`src/rtl/hta_pkg.sv`:
```
// ----------------------------------------------------------------------------
// Handle table allocator package
// Sizes, codes and item types shared by the handle table modules.
// ----------------------------------------------------------------------------
package hta_pkg;

    // Table geometry. Slot 0 exists but is never handed out.
    localparam int TABLE_SLOTS = 1024;
    localparam int SLOT_W      = $clog2(TABLE_SLOTS);
    // Valid bits are kept in rows so that a whole row is searched at once.
    localparam int ROW_BITS    = (TABLE_SLOTS >= 64) ? 32 : (TABLE_SLOTS / 2);
    localparam int BIT_W       = $clog2(ROW_BITS);
    localparam int ROWS        = TABLE_SLOTS / ROW_BITS;
    localparam int ROW_W       = SLOT_W - BIT_W;

    // Request kinds.
    localparam logic [1:0] KIND_ADD    = 2'd0;
    localparam logic [1:0] KIND_REMOVE = 2'd1;
    localparam logic [1:0] KIND_GET    = 2'd2;

    // Result status codes.
    localparam logic [1:0] ST_OK      = 2'd0;
    localparam logic [1:0] ST_INVALID = 2'd1;
    localparam logic [1:0] ST_FULL    = 2'd2;

    // Special handles.
    localparam logic [31:0] H_CUR_THREAD  = 32'hFFFF_FFFE;
    localparam logic [31:0] H_CUR_PROCESS = 32'hFFFF_FFFF;

    // Operation that the front end hands to the back end.
    typedef enum logic [1:0] {
        OP_ADD,
        OP_REMOVE,
        OP_GET,
        OP_REJECT
    } op_t;

    typedef struct packed {
        op_t               op;
        logic [SLOT_W-1:0] slot;
        logic [31:0]       object_id;
    } cmd_t;

    typedef struct packed {
        logic [1:0]  kind;
        logic [31:0] handle;
        logic [31:0] object_id;
        logic [31:0] current_thread_handle;
    } in_item_t;

    typedef struct packed {
        logic [1:0]  status;
        logic [31:0] handle_out;
        logic [31:0] object_out;
    } out_item_t;

endpackage

```
`src/rtl/hta_front.sv`:
```
// ----------------------------------------------------------------------------
// Handle table front end
// Accepts request items, resolves the handle to a slot and queues commands.
// ----------------------------------------------------------------------------
module hta_front (
    input  logic              aclk,
    input  logic              aresetn,
    input  logic              s_valid,
    output logic              s_ready,
    input  hta_pkg::in_item_t s_item,
    output logic              cmd_valid,
    output hta_pkg::cmd_t     cmd,
    input  logic              cmd_pop
);
    import hta_pkg::*;

    localparam int HI_W = 32 - 2 - SLOT_W;

    cmd_t        q_reg [2];
    logic        wr_ptr_reg;
    logic        rd_ptr_reg;
    logic [1:0]  count_reg;
    logic        push;
    logic [31:0] eff_handle;
    logic        in_range;
    cmd_t        new_cmd;

    // Classify the incoming item. The current-thread handle is substituted on
    // get before the range check, and the current-process handle is rejected.
    always_comb begin
        eff_handle = s_item.handle;
        if (s_item.kind == KIND_GET && s_item.handle == H_CUR_THREAD) begin
            eff_handle = s_item.current_thread_handle;
        end
        in_range = (eff_handle[31 -: HI_W] == '0);
        new_cmd.slot      = eff_handle[2 +: SLOT_W];
        new_cmd.object_id = s_item.object_id;
        case (s_item.kind)
            KIND_ADD: begin
                new_cmd.op = OP_ADD;
            end
            KIND_REMOVE: begin
                new_cmd.op = in_range ? OP_REMOVE : OP_REJECT;
            end
            KIND_GET: begin
                new_cmd.op = (in_range && s_item.handle != H_CUR_PROCESS) ? OP_GET
                                                                          : OP_REJECT;
            end
            default: begin
                new_cmd.op = OP_REJECT;
            end
        endcase
    end

    assign s_ready   = (count_reg != 2'd2);
    assign push      = s_valid && s_ready;
    assign cmd_valid = (count_reg != 2'd0);
    assign cmd       = q_reg[rd_ptr_reg];

    // Two-entry command queue between the front and back ends.
    always_ff @(posedge aclk) begin
        if (!aresetn) begin
            wr_ptr_reg <= 1'b0;
            rd_ptr_reg <= 1'b0;
            count_reg  <= 2'd0;
        end else begin
            if (push) begin
                wr_ptr_reg <= !wr_ptr_reg;
            end
            if (cmd_pop) begin
                rd_ptr_reg <= !rd_ptr_reg;
            end
            if (push && !cmd_pop) begin
                count_reg <= count_reg + 2'd1;
            end else if (!push && cmd_pop) begin
                count_reg <= count_reg - 2'd1;
            end
        end
    end

    // Queue payload needs no reset.
    always_ff @(posedge aclk) begin
        if (push) begin
            q_reg[wr_ptr_reg] <= new_cmd;
        end
    end

endmodule

```
`config.mk`:
```
export PLATFORM = sky130hd
export DESIGN_NAME = hta_front
export DESIGN_NICKNAME = d
export VERILOG_FILES = /design/src/rtl/hta_pkg.sv /design/src/rtl/hta_front.sv
export SDC_FILE = /design/constraint.sdc
export NUM_CORES = 1
export LEC_CHECK = 0
export BUFFER_PORTS_ARGS = -buffer_cell sky130_fd_sc_hd__buf_2
export CAP_MARGIN = 20
export CORE_ASPECT_RATIO = 1.4
export CORE_UTILIZATION = 48
export CTS_CLUSTER_SIZE = 16
export DETAILED_ROUTE_END_ITERATION = 7
export GPL_ROUTABILITY_DRIVEN = 1
export PLACE_DENSITY = 0.79
export SETUP_SLACK_MARGIN = 0.3
export SLEW_MARGIN = 20
export SYNTH_ARGS = -nofsm -noshare
export SYNTH_HDL_FRONTEND = slang
export SYNTH_SLANG_ARGS = --single-unit
```
`constraint.sdc`:
```
create_clock -name aclk -period 3.97 [get_ports aclk]
set_input_delay 0.1985 -clock aclk [delete_from_list [all_inputs] [get_ports aclk]]
set_output_delay 0.1985 -clock aclk [all_outputs]
set_load 0.05 [all_outputs]
```
==> impl_metrics.ini <==
[sta]
setup_violations = 0
final.period_utilization = 0.531
fin_ws_ps = 1860
finalHoldViolCount = 0
setup_tns_ps = 0
slew_violations = 0
rsz0062_at_grt = false
fmax_mhz = 475
fin_crit_ps = 2110
finClkSkew_ps = 7.75
tightest_slew_ps = 1040
maxSlewHeadroom = 0.304

[logic_synthesis]
async_flop_share = 0
yosys_register_bits = 93
synth_cells = 204
synthesis.nets = 307
synth_area_sq_um = 3690
yosys_warnings = 0
avgSynthCellArea_sq_um = 18.1
netlist-cell-type-count = 26
yosysSeqAreaShare = 0.743
synth-edff-count = 88
synth_ff_type = edfxtp_1

[place]
io_buffers = 145
place_hpwl_mm = 5.10
dp_slack_ps = 1820
gp_congestion = 0.863
place_area_sq_um = 4530

[power]
power.switching_mw = 0.773
p_leak_nw = 1.85
p_sw_frac = 0.309
total_power_mw = 2.50
ir_drop_mv = 0.332
p_int_mw = 1.73
combinationalPowerShare = 0.248
clkPwrFrac = 0.256
p_seq_frac = 0.496
p_per_area_nw_per_um2 = 526

[cells_and_area]
largest_reg_flops = 88
multi_input_area_sq_um = 923
seqCellArea_sq_um = 2740
final_layout_size_suffix_gt1_frac = 0.612
layout_common_cells = buf_2, edfxtp_1, mux2_2
fillers = 562
area_growth_pct = 28.9
fin_nets = 459
fin_util = 0.643
stdcell_area_sq_um = 4760
final_common_cell = buf_2
antenna_cells = 0

[cts]
clk_pin_slew_ps = 80
tritoncts = done
cts_setup_buffers = 0
cts_htree_levels = 3
cts_sinks = 93
clockBufferDepth = 2
clock_latency_ps = 350
cts_resized = 0
cts_buffers = 9
cts-root-buf = clkbuf_8
ctsHoldBuffers = 0

[floorplan]
core_sq_um = 7410
io_pins = 148
die_area_sq_um = 8050
initial_core_util = 0.498
die_y_um = 106
num_rows = 37
die_w_um = 76.1

[global_routing]
grt-ovfl-total = 0
antenna_found_initial = 0
track_usage = 0.186
grt_pass1_vias = 2387
grt_max_degree = 45
grt_pass1_wl_mm = 11.0

[detailed_routing]
topRoutingLayerUsed = met4
ant_nets = 0
drt_iter0_drc = 120
post_drt_wl_per_cell_um = 15.6
viasPerCell = 5.14
drt_pre_antenna_iters = 6
wl_mm = 7.17
drc = 0
wl_met1_mm = 2.43
met3WireLength_um = 387
via_count = 2354
met2WireLength_mm = 4.15

[critical_path]
r2r-end = q_reg[0][29]
endpoint = q_reg[0][29]
r2r_cells = 4
crit_fanout = 33
ff2ff_setup_slack_ps = 1860
crit_path_end_kind = flip-flop
crit_type = flip-flop to flip-flop
critPathLaunch = count_reg[0]
cp.arrival_ps = 2160
crit_required_ps = 4020
cp-start-kind = flip-flop
r2r-start = count_reg[0]

[run_status]
status = finished clean

[flow_run]
drv_cap = 0

[worst_hold_path]
min_path_type = input pin to flip-flop
hold_depth = 1
-- area by class of cell --
class | count | area share
Inverter | 2 | 0.00158
Tap cell | 97 | 0.0255
Clock buffer | 12 | 0.0347
Timing Repair Buffer | 147 | 0.158
Clock inverter | 4 | 0.00946
Multi-Input combinational cell | 103 | 0.194
Sequential cell | 93 | 0.576
-- metrics by stage --
stage | std cells | hold slack, ps
2_1_floorplan | 204 | 297
3_3_place_gp | 441 | 386
3_5_place_dp | 441 | 390
4_1_cts | 457 | 3.79
5_1_grt | 458 | 4.75
6_report | 458 | 29.4
-- cells by family after synthesis --
group | count (synthesis) | share of synthesized area
muxes | 54 | 0.165
and+or+nand+nor | 39 | 0.0610
DFF | 93 | 0.743
xor gates and xnor gates | 4 | 0.00949
buffers and inverters | 8 | 0.00915
adders and majority gates | 1 | 0.00339
AOI/OAI and AO/OA | 5 | 0.00915
-- critical path, cell delays in order (launching register included) --
cell and delay (ps):
dfxtp_1 390, nand2b_1 150, nand2_1 130, nor2_4 760, buf_4 350
-- worst min path at each step --
stage	startpoint	endpoint	slack, ps
after floorplan	s_item[32]	q_reg[0][0]	300
after global placement	s_item[49]	q_reg[1][17]	390
after detailed placement	s_item[40]	q_reg[0][8]	390
after CTS	s_item[40]	q_reg[1][8]	4
after global routing	s_item[59]	q_reg[1][27]	5
final	s_item[40]	q_reg[1][8]	30
-- routing by layer --
layer / track usage / vias to the layer above
li1: - / 1115
met1: 0.176 / 1119
met2: 0.358 / 105
met3: 0.0416 / 15
met4: 0.117 / 0
met5: 0 / -
-- synth_stat cells (2+ instances only) --
cell type / number / area (sq um)
edfxtp_1: 88 / 2640
mux2_2: 54 / 608
nand4_1: 9 / 56.3
nor4_1: 9 / 56.3
dfxtp_1: 5 / 100
and2_1: 4 / 25.0
nand2_1: 4 / 15.0
buf_2: 3 / 15.0
nor2_1: 3 / 11.3
buf_1: 2 / 7.51
inv_1: 2 / 7.51
nand2b_1: 2 / 12.5
nor3_1: 2 / 10.0
o21ai_0: 2 / 10.0
or4_1: 2 / 15.0
xnor2_1: 2 / 17.5
xor2_1: 2 / 17.5
-- power by group through the flow --
stage / Combinational (mW) / Sequential (mW) / Clock (mW)
final: 0.621 / 1.24 / 0.640
after global placement: 0.604 / 1.27 / 0
after detailed placement: 0.615 / 1.28 / 0
after floorplan: 0.464 / 1.25 / 0
after CTS: 0.616 / 1.25 / 0.659
after global routing: 0.656 / 1.25 / 0.693
Note: power is estimated with default switching activity, not from simulation.
